===== src/rtl/iqa_pkg.sv =====
// Types and constants of the int8 quantized add pipeline.
// Used by every module of the block; depends on nothing.
package iqa_pkg;

  localparam int NUM_STAGES = 5;

  localparam logic signed [31:0] Q_MAX = 32'sh7FFF_FFFF;
  localparam logic signed [31:0] Q_MIN = 32'sh8000_0000;
  localparam logic signed [31:0] MULT_RESET = 32'sh4000_0000;
  localparam logic signed [63:0] ROUND_NUDGE = 64'sh0000_0000_4000_0000;
  localparam logic [5:0] SHIFT_SIGN_ONLY = 6'd31;
  localparam logic signed [34:0] SUM_MAX = 35'sd127;
  localparam logic signed [34:0] SUM_MIN = -35'sd128;

  typedef enum logic [2:0] {
    REG_FIRST_ZP    = 3'd0,
    REG_SECOND_ZP   = 3'd1,
    REG_FIRST_MULT  = 3'd2,
    REG_FIRST_SHIFT = 3'd3,
    REG_SECOND_MULT = 3'd4,
    REG_SECOND_SHIFT = 3'd5,
    REG_OUTPUT_ZP   = 3'd6,
    REG_RELU        = 3'd7
  } cfg_reg_e;

  typedef struct packed {
    logic signed [7:0] first_value;
    logic signed [7:0] second_value;
    logic              last_in;
  } in_t;

  typedef struct packed {
    logic signed [7:0] sum_value;
    logic              last_out;
  } out_t;

  typedef struct packed {
    logic [NUM_STAGES-1:0] en;
  } ctl_t;

endpackage


===== src/rtl/iqa_combine.sv =====
// Final stage: adds both lanes and the output zero point, applies ReLU and
// int8 saturation into the result register. Uses iqa_pkg.
module iqa_combine (
  input  logic                clk,
  input  iqa_pkg::ctl_t       ctl,
  input  logic signed [31:0]  first_term,
  input  logic signed [31:0]  second_term,
  input  logic signed [7:0]   zp,
  input  logic                relu,
  input  logic                last,
  output iqa_pkg::out_t       result
);
  import iqa_pkg::*;

  logic signed [34:0] zp_wide;
  logic signed [34:0] sum;
  logic signed [34:0] clamped;
  logic signed [34:0] limited;

  always_comb begin
    zp_wide = {{27{zp[7]}}, zp};
    sum = {{3{first_term[31]}}, first_term} + {{3{second_term[31]}}, second_term} + zp_wide;
    clamped = (relu && (sum < zp_wide)) ? zp_wide : sum;
    if (clamped > SUM_MAX) begin
      limited = SUM_MAX;
    end else if (clamped < SUM_MIN) begin
      limited = SUM_MIN;
    end else begin
      limited = clamped;
    end
  end

  always_ff @(posedge clk) begin
    if (ctl.en[NUM_STAGES-1]) begin
      result.sum_value <= limited[7:0];
      result.last_out  <= last;
    end
  end

endmodule


===== config.mk =====
export PLATFORM = sky130hd
export DESIGN_NAME = iqa_combine
export DESIGN_NICKNAME = d
export VERILOG_FILES = /design/src/rtl/iqa_pkg.sv /design/src/rtl/iqa_combine.sv
export SDC_FILE = /design/constraint.sdc
export NUM_CORES = 1
export LEC_CHECK = 0
export ABC_AREA = 1
export BUFFER_PORTS_ARGS = -buffer_cell sky130_fd_sc_hd__buf_2
export CORE_MARGIN = 8
export CORE_UTILIZATION = 55
export CTS_CLUSTER_SIZE = 12
export DETAILED_ROUTE_END_ITERATION = 7
export PLACE_DENSITY_LB_ADDON = 0.15
export SYNTH_ARGS = -nofsm -noshare
export SYNTH_HDL_FRONTEND = slang
export SYNTH_SLANG_ARGS = --single-unit

===== constraint.sdc =====
create_clock -name clk -period 6.3 [get_ports clk]
set_input_delay 1.26 -clock clk [delete_from_list [all_inputs] [get_ports clk]]
set_output_delay 1.26 -clock clk [all_outputs]
set_load 0.01 [all_outputs]

==> summary.md <==
| Metric | Value |
|---|---|
| Clock Path Buffers | `2` |
| Max Freq | `168.2 MHz` |
| Core Area | `8093 µm²` |
| Total CTS buffers | `3` |
| Die area | `around 11,000 µm²` |
| Detailed Place HPWL | `between 10,000 and 15,000 µm` |
| DR DRC count | `0` |
| Netlist Area Pre-Place | `between 4000 and 5000 µm²` |
| WL per Instance | `~13 µm` |
| Die width | `between 100 and 150 µm` |
| Seq. cell area | `270.3 µm²` |
| Critical Path Fanout Max | `19` |
| Area Growth Syn to Fin | `15.43%` |
| Final ANT Viol Nets | `0` |
| Routed WL | `between 10,000 and 15,000 µm` |
| Maximum VDD drop | `0.09322 mV` |
| Critical Path Most Common Cell | `nand2_1` |
| Main area contributors after synthesis | `nand2_1, ha_1, fa_1, inv_1, edfxtp_1` |
| Slowest cell on crit path | `fa_1` |
| WHS | `1.206 ns` |
| Die Height | `106.6 µm` |
| Fill cells | `slightly above 800` |
| CTS tree | `yes` |
| Number of global-route vias before repair | `4,804` |
| TNS Setup | `0 ns` |
| Design Area, Final | `5214 µm²` |
| Max-cap violations | `0` |
| Nets@finish | `990` |
| Period utilization | `0.9436` |
| WS Path Type | `in2reg` |
| Rel. slew slack | `0.3380` |
| Layout cells sized above 1 | `0.1533` |
| CP Data Arrival Time | `5.92 ns` |
| Element type at the critical path end | `flip-flop` |
| Post-synthesis sequential area ratio | `0.05983` |
| Total power | `~1.4 mW` |
| Clock sinks | `9` |
| Iteration-0 DRC count of the detailed router | `181` |
| CTS root buffer | `clkbuf_8` |
| Hold Path Class | `in2reg` |
| Max reg flops | `9` |
| Biggest regs | `result x9` |
| Crit path largest cell delay | `0.43 ns` |
| Syn Area/Cell | `6.273 µm²` |
| Power Density | `264.8 nW/µm²` |
| Final setup fails | `0` |
| CP Launch Type | `input pin` |
| Yosys warns | `0` |
| H-tree Lvls | `1` |
| Share of the synthesized area in the top cell type | `0.2111` |
| Grt total ovfl | `0` |
| Largest net degree at the start of global routing | `38` |
| Starting density of the core | `0.5581` |
| Worst Hold Launch | `last` |
| # IOs | `89` |
| Tmin final | `5.945 ns` |
| Yosys top cell by area | `nand2_1` |
| RSZ-0062 raised after global routing | `false` |
| Input/output buffers | `84` |
| Antenna violations before repair | `0` |
| Number of detailed-routing iterations run before antenna repair | `4` |
| Static leakage | `2.835 nW` |
| Routability cong. | `0.8834` |
| Worst Tran Pin Value | `0.9918 ns` |
| CP required | `6.28 ns` |
| Placed inst area | `5064 µm²` |
| #FFs+latches synth | `9` |
| Global-route wire length before repair | `20,320 µm` |
| DR vias/cell | `between 5 and 6` |
| Gr usage total | `0.2110` |
| # rows | `33` |
| Via Count | `4,876` |
| Area of the multi-input gates | `around 4000 µm²` |
| Ant diodes | `0` |
| Slew Limit Fails | `0` |
| Status | `complete, no violations` |
| Mapped Nets | `900` |
| CP Launch Point | `zp[7]` |
| Synthesized instance count | `720` |
| Final hold viol count | `0` |
| Cell variety after synth | `32` |
| Biggest register | `result` |
| Clock slew at reported path FFs | `approximately 0.040 ns` |
synthesized netlist by cell type, drive strengths merged:
cell type,count
nand2,266
inv,93
nor2,75
ha,67
a21oi,50
nand3,43
fa,33
o21ai,28
xor2,11
edfxtp,9
nor3,9
a21o,7
buf,5
nand3b,5
nand4,3
o21a,3
xnor2,3
a21boi,2
and2,2
nor4,2
clkbuf,1
mux2,1
o211ai,1
o21bai,1
where the power goes:
part	leakage, nW	switching (mW)	total (mW)	internal, mW
clock network	0.0228	0.0227	0.0667	0.0441
logic	2.72	0.757	1.21	0.453
registers	0.0882	0.00402	0.103	0.0991
total	2.83	0.784	1.38	0.597
final timing paths:
check / slack [ns] / endpoint / depth (start not counted)
setup / recovery: 0.36 / result[1] / 30
hold / removal: 1.21 / result[0] / 1
critical path, delay by kind of cell:
family                     cells  cell delay [ns]
and+or+nand+nor               19             2.23
adders and majority gates      3             1.10
buffers and inverters          5             0.67
AOI/OAI and AO/OA              2             0.37
xor gates and xnor gates       1             0.30
timing repair:
item	4_1_cts	5_1_grt
gates resized for setup	0	10
hold buffers	0	0
setup buffers	0	1
setup endpoints to repair	0	7
layout by cell type (no fill, tap or decap), drive strengths merged, types with 11 or more instances in the layout:
cell / n
a21oi: 50
nand2: 266
o21ai: 28
nand3: 43
ha: 67
nor2: 75
fa: 33
buf: 89
xor2: 11
inv: 93
cell type report:
class / count / share of cell area
sequential: 9 / 0.05184
inverter: 93 / 0.06695
tap: 105 / 0.02520
timing repair buffer: 91 / 0.1022
multi-input combinational: 612 / 0.7451
clock buffer: 4 / 0.008639
kinds of logic after synthesis:
family,count (synthesis),share of synthesized area
AND/OR/NAND/NOR,405,0.3784
adder cells (fa/ha/maj),100,0.3319
buffers and inverters,99,0.09058
AO/OA/AOI/OAI,92,0.1097
XOR/XNOR,14,0.02715
flip-flops,9,0.05983
multiplexers,1,0.002493
through the flow:
stage	worst slack (ns)	cells	util
floorplan	0.9866	720	-
global placement	0.2145	907	0.6257
detailed placement	0.04288	907	0.6257
CTS	0.2681	911	0.6313
global route	0.008840	914	0.6442
finish	0.3554	914	0.6442
layer usage:
layer | GRT usage | share of wire | routed length, µm | vias up
met5 | 0 | 0 | 0 | -
met4 | 0.06030 | 0.026 | 319 | 0
met3 | 0.02460 | 0.045 | 551 | 23
met2 | 0.3996 | 0.50 | 6097 | 124
met1 | 0.2411 | 0.43 | 5174 | 2222
li1 | - | - | - | 2507
(Power assumes the default switching activity.)
