==> src/rtl/iqa_pkg.sv <==
// Types and constants of the int8 quantized add pipeline.
// Used by every module of the block; depends on nothing.
package iqa_pkg;

  localparam int NUM_STAGES = 5;

  localparam logic signed [31:0] Q_MAX = 32'sh7FFF_FFFF;
  localparam logic signed [31:0] Q_MIN = 32'sh8000_0000;
  localparam logic signed [31:0] MULT_RESET = 32'sh4000_0000;
  localparam logic signed [63:0] ROUND_NUDGE = 64'sh0000_0000_4000_0000;
  localparam logic [5:0] SHIFT_SIGN_ONLY = 6'd31;
  localparam logic signed [34:0] SUM_MAX = 35'sd127;
  localparam logic signed [34:0] SUM_MIN = -35'sd128;

  typedef enum logic [2:0] {
    REG_FIRST_ZP    = 3'd0,
    REG_SECOND_ZP   = 3'd1,
    REG_FIRST_MULT  = 3'd2,
    REG_FIRST_SHIFT = 3'd3,
    REG_SECOND_MULT = 3'd4,
    REG_SECOND_SHIFT = 3'd5,
    REG_OUTPUT_ZP   = 3'd6,
    REG_RELU        = 3'd7
  } cfg_reg_e;

  typedef struct packed {
    logic signed [7:0] first_value;
    logic signed [7:0] second_value;
    logic              last_in;
  } in_t;

  typedef struct packed {
    logic signed [7:0] sum_value;
    logic              last_out;
  } out_t;

  typedef struct packed {
    logic [NUM_STAGES-1:0] en;
  } ctl_t;

endpackage

==> src/rtl/iqa_requant.sv <==
// One requantization lane: zero point, saturating left shift, rounding high
// multiply and rounding right shift over four register stages. Uses iqa_pkg.
module iqa_requant (
  input  logic                clk,
  input  iqa_pkg::ctl_t       ctl,
  input  logic signed [7:0]   value,
  input  logic signed [7:0]   zp,
  input  logic signed [31:0]  mult,
  input  logic signed [5:0]   shift,
  output logic signed [31:0]  result
);
  import iqa_pkg::*;

  logic signed [8:0]  diff;
  logic signed [39:0] wide;
  logic               wide_fits;
  logic signed [31:0] x_next;
  logic signed [31:0] x1;
  logic signed [63:0] prod_next;
  logic signed [63:0] p2;
  logic               min2;
  logic signed [63:0] rounded;
  logic signed [31:0] y_next;
  logic signed [31:0] y3;
  logic [5:0]         e;
  logic               neg;
  logic signed [31:0] q;
  logic [31:0]        mask;
  logic [31:0]        rem;
  logic [31:0]        thr;
  logic               up;
  logic signed [31:0] r_next;

  always_comb begin
    diff = {value[7], value} - {zp[7], zp};
    wide = {{31{diff[8]}}, diff} <<< shift[4:0];
    wide_fits = (wide[39:31] == {9{wide[31]}});
    if (shift[5]) begin
      x_next = {{23{diff[8]}}, diff};
    end else if (wide_fits) begin
      x_next = wide[31:0];
    end else begin
      x_next = wide[39] ? Q_MIN : Q_MAX;
    end
  end

  always_ff @(posedge clk) begin
    if (ctl.en[0]) begin
      x1 <= x_next;
    end
  end

  assign prod_next = 64'(x1) * 64'(mult);

  always_ff @(posedge clk) begin
    if (ctl.en[1]) begin
      p2   <= prod_next;
      min2 <= (x1 == Q_MIN) && (mult == Q_MIN);
    end
  end

  always_comb begin
    rounded = p2 + ROUND_NUDGE;
    y_next  = min2 ? Q_MAX : rounded[62:31];
  end

  always_ff @(posedge clk) begin
    if (ctl.en[2]) begin
      y3 <= y_next;
    end
  end

  always_comb begin
    e    = -shift;
    neg  = y3[31];
    q    = y3 >>> e[4:0];
    mask = ~(32'hFFFF_FFFF << e[4:0]);
    rem  = y3 & mask;
    thr  = (mask >> 1) + {31'b0, neg};
    up   = rem > thr;
    if (!shift[5]) begin
      r_next = y3;
    end else if (e >= SHIFT_SIGN_ONLY) begin
      r_next = {32{neg}};
    end else begin
      r_next = q + {31'b0, up};
    end
  end

  always_ff @(posedge clk) begin
    if (ctl.en[3]) begin
      result <= r_next;
    end
  end

endmodule

==> config.mk <==
export PLATFORM = sky130hd
export DESIGN_NAME = iqa_requant
export DESIGN_NICKNAME = d
export VERILOG_FILES = /design/src/rtl/iqa_pkg.sv /design/src/rtl/iqa_requant.sv
export SDC_FILE = /design/constraint.sdc
export NUM_CORES = 2
export LEC_CHECK = 0
export BUFFER_PORTS_ARGS = -buffer_cell sky130_fd_sc_hd__buf_2
export CAP_MARGIN = 10
export CORE_ASPECT_RATIO = 1.75
export CORE_UTILIZATION = 60
export DETAILED_ROUTE_END_ITERATION = 10
export PLACE_DENSITY = 0.89
export SYNTH_ARGS = -nofsm -noshare
export SYNTH_HDL_FRONTEND = slang
export SYNTH_SLANG_ARGS = --single-unit
==> constraint.sdc <==
create_clock -name clk -period 21.8 [get_ports clk]
set_input_delay 1.09 -clock clk [delete_from_list [all_inputs] [get_ports clk]]
set_output_delay 1.09 -clock clk [all_outputs]
set_load 0.05 [all_outputs]
==> results by stage <==
Synthesis:
- The biggest area contributor in the post-synthesis netlist is sky130_fd_sc_hd__fa_1.
- After synthesis, the most frequently instantiated cells are sky130_fd_sc_hd__fa_1, sky130_fd_sc_hd__inv_1, sky130_fd_sc_hd__nand2_1, sky130_fd_sc_hd__and2_1, sky130_fd_sc_hd__clkbuf_1.
- sky130_fd_sc_hd__fa_1 is the most common cell in the netlist.
- The synthesized netlist occupies a cell area of 0.0461 mm².
- The mean instance size in the synthesized netlist is 9.46 µm².
- In this run, synthesis produced a sequential element count of 130.
- The prevailing post-synth register cell is sky130_fd_sc_hd__edfxtp_1.
- Counting flops with a built-in enable in the synthesized netlist gives 130.
- Yosys attributes the largest share of cell area to sky130_fd_sc_hd__fa_1, sky130_fd_sc_hd__edfxtp_1, sky130_fd_sc_hd__inv_1.
- The area share of the largest cell type after synthesis is 46.6%.
- The number of nets in the synthesized netlist is 6227.
- The post-synthesis sequential area ratio is 8.47%.
- The Yosys step of the flow raised 0 warnings.
- Counting flops with an async set or reset pin after synthesis yields a share of 0%.
- The cell count after synthesis came out at 4868.
- The number of different library cells used by synthesis comes to 88.

Critical path:
- The worst setup path is of the in2reg kind.
- The largest single stage delay on the critical path is 1.06 ns.
- The startpoint type of the worst setup path is an input pin.
- The cell repeated most along the worst path is sky130_fd_sc_hd__fa_1.
- The source of the worst register-to-register timing path is x1[9].
- The register-to-register setup slack is 12.05 ns.
- The critical path contains buffers and inverters numbering 4 combined.
- The arrival time at the worst endpoint is 10.54 ns.
- The count of cell instances traversed by the critical path is 23.
- The kind of cell with the highest combined delay on the critical path is adder cells.
- The endpoint required time on the critical path is 21.99 ns.
- In this run the critical register-to-register path is captured at p2[62].
- Walking the worst path, the cells encountered are buf_2, nand2_1, inv_1, fa_1, fa_1, fa_1, inv_1, fa_1, inv_1, fa_1, fa_1, fa_1, fa_1, ha_1, a21o_1, a31oi_1, o21ai_0, a221o_1, a221o_1, a21o_1, a21o_1, o41ai_1, xnor2_1.
- The worst register-to-register path has a depth of 24.
- The peak fanout along the critical path is 33.
- The worst setup path is captured at a flop.
- Among all stages on the critical path, the largest delay is contributed by sky130_fd_sc_hd__fa_1.

Timing:
- The worst slew slack as a fraction of its limit is 5.99%.
- Subtracting the final worst setup slack from the clock period gives 10.34 ns.
- The final number of max-transition violations is 0.
- The maximum clock frequency is 96.7 MHz.
- The worst slack on hold paths is 0.585 ns.
- Setup repair after global routing left no endpoint under its margin.
- The total of endpoints with negative setup slack in the final report is 0.
- The setup TNS after final layout is 0 ns.
- The fraction of the cycle the final worst path needs is 47.4%.
- Between clock sinks in the finished design, the worst skew comes to 0.0112 ns.
- The final hold violation count came to 0.
- The actual transition at the worst max-transition pin is 1.41 ns.

Clock tree:
- The cell at the root of the clock tree is sky130_fd_sc_hd__clkbuf_16.
- The number of buffers on the longest clock path is 2.
- In this run, post-CTS hold repair placed 0 buffers.
- The clock tree from TritonCTS is yes.
- For the worst-skew pair, the clock arrives at the later sink with an insertion delay of 0.45 ns.
- After clock tree synthesis, the clock-pin slew on the worst setup and hold paths is 0.06 ns.
- The maximum level of the CTS H-tree is 4.
- The quantity of gates resized following cts is 0.
- TritonCTS created 17 clock buffers.
- The post-CTS setup repair buffer count is 0.
- The number of clock sinks is 130.

Final layout:
- The final layout contains 6122 nets.
- Relative to the synthesized area, the layout overhead comes to 3.75%.
- The final standard cell area without fillers is 0.0478 mm².
- The fraction of layout instances using a drive strength above 1 is 5.84%.
- For this run, the share of the core covered by cells in the final layout is 62.8%.

Detailed routing:
- After detailed routing, the total wire length is 140000 µm.
- The count of nets left with antenna violations once routing finished came out at 0.
- After detailed routing, the number of vias per cell comes to 6.24.
- The average wire length per cell after detail routing is 24.1 µm.
- The first-iteration detailed-routing DRC count is 3645.
- The first-pass iteration count of the detailed router is 8.
- For this run, design rule violations remaining after detail routing come to 0.
- The via total after detailed routing is 36184.

Global route:
- The layer flagged by global routing as most heavily used is met2.
- For this run, global-route usage on met1 was measured as 40.4%.
- The via count of the first global-routing pass is 40320.
- The global router's overall resource usage is 37.6%.
- The met2 track demand over resource is 62.2%.
- The total overflow reported by the global router is 0.
- The number of antenna violations at the first check in global routing is 6.
- Entering global routing, the biggest net connects 52 pins.
- The wire length of the first global-routing pass is 217000 µm.
- In the global route stage, met3 resource usage came out at 8.78%.

Die:
- The standard cell core area is 0.0761 mm².
- Pin placement for this block handled 92 I/O pins.
- In this run the core area contains 134 standard-cell rows.
- The height of the chip is 369 µm.
- Once the floorplan was initialized, standard cells occupied 60.5% of the core.
- The overall die area is 0.0779 mm².
- The die is 211 µm wide.

Worst hold path:
- The tightest min-delay check is of the reg2reg type.
- The beginning of the worst hold path is p2[36].
- The path with the worst hold slack has its endpoint at y3[5].
- The number of cells on the worst hold path is 2.

Job:
- The total of max-cap violations is 0.

Place:
- During placement, the flow inserted port buffers numbering 90.
- The routability-driven placement congestion ratio is 0.993.
- The final HPWL from detailed placement is 101000 µm.
- The cell area reported after detailed placement is 0.0472 mm².

Status:
- The flow ran to the end, and the final reports show no timing, DRC or antenna violations.
[stage by stage]
stage,worst slack [ns],std cells
global placement,11.30,5764
floorplan,13.01,4868
CTS,11.60,5796
detailed placement,11.16,5764
finish,11.46,5802
global route,11.20,5798
[worst max path at each step]
stage,from,end,slack (ns)
after floorplan,mult[2],p2[62],13.01
after global placement,mult[2],p2[62],11.30
after detailed placement,mult[2],p2[62],11.16
after CTS,mult[2],p2[62],11.60
after global routing,mult[2],p2[62],11.20
final,mult[2],p2[62],11.46
[cells in the final DEF, fill, tap and decap left out, drive strengths merged, types with 7 or more instances in the layout]
cell and n:
xor2 42, o21ai 77, edfxtp 130, a211oi 17
or3 11, a21oi 123, o21a 13, ha 226
nor3b 9, a21o 34, nor2b 43, buf 154
nor4 28, o221ai 28, nand2 597, fa 1073
nand2b 39, clkbuf 18, mux2i 21, and2 512
or4 9, o211ai 17, inv 1016, nor3 39
xnor2 73, nand4 30, a31oi 12, mux2 16
o21bai 7, or2 12, and3 25, nor2 126
mux4 40, nand3 43
[per-layer routing]
metal,routed length [µm],up-vias
li1,-,14649
met4,14700,2
met1,42000,17870
met3,14900,1083
met2,67900,2580
met5,10,-
[worst reg2reg max path: stages (launching register included)]
cell and delay, ns:
sky130_fd_sc_hd__edfxtp_1 1.07, sky130_fd_sc_hd__buf_4 0.45, sky130_fd_sc_hd__nand2_1 0.13, sky130_fd_sc_hd__fa_1 0.52, sky130_fd_sc_hd__fa_1 0.55, sky130_fd_sc_hd__inv_1 0.07, sky130_fd_sc_hd__fa_1 0.50, sky130_fd_sc_hd__inv_1 0.05
sky130_fd_sc_hd__fa_1 0.53, sky130_fd_sc_hd__inv_1 0.05, sky130_fd_sc_hd__fa_1 0.49, sky130_fd_sc_hd__fa_1 0.43, sky130_fd_sc_hd__fa_1 0.53, sky130_fd_sc_hd__fa_1 0.46, sky130_fd_sc_hd__ha_1 0.36, sky130_fd_sc_hd__nand4_1 0.21
sky130_fd_sc_hd__nor2_1 0.08, sky130_fd_sc_hd__a221oi_1 1.15, sky130_fd_sc_hd__o211ai_1 0.21, sky130_fd_sc_hd__o22ai_1 0.32, sky130_fd_sc_hd__o221ai_1 0.37, sky130_fd_sc_hd__a21o_1 0.33, sky130_fd_sc_hd__a21o_1 0.19, sky130_fd_sc_hd__o41ai_1 0.34
sky130_fd_sc_hd__xnor2_1 0.10
[logic make-up (layout without fill, tap and decap cells)]
group | after synthesis | count (layout) | synth area share (%)
xor+xnor | 115 | 115 | 2.19
fa+ha+maj | 1299 | 1299 | 52.8
mux | 77 | 77 | 2.82
simple gates | 1545 | 1545 | 17.1
other cells | 0 | 6 | 0
compound gates | 411 | 411 | 5.93
buf+inv | 1291 | 1199 | 10.7
flops | 130 | 130 | 8.47
[flip-flops by register name, indices dropped and copies added (netlist names)]
signal / cells
min2: 1
p2: 33
result: 32
x1: 32
y3: 32
[layout make-up]
cell class,instances,area (µm²)
sequential,130,3900
clock inverter,14,178
timing repair buffer,154,931
clock buffer,18,429
fill,5906,28300
tap,1020,1280
antenna,6,15.0
multi-input combinational,3447,37300
inverter,1013,3800
Power is left out: the tool's default activity adds up to more than one toggle a clock period on the data nets, which glitch-free logic cannot reach.
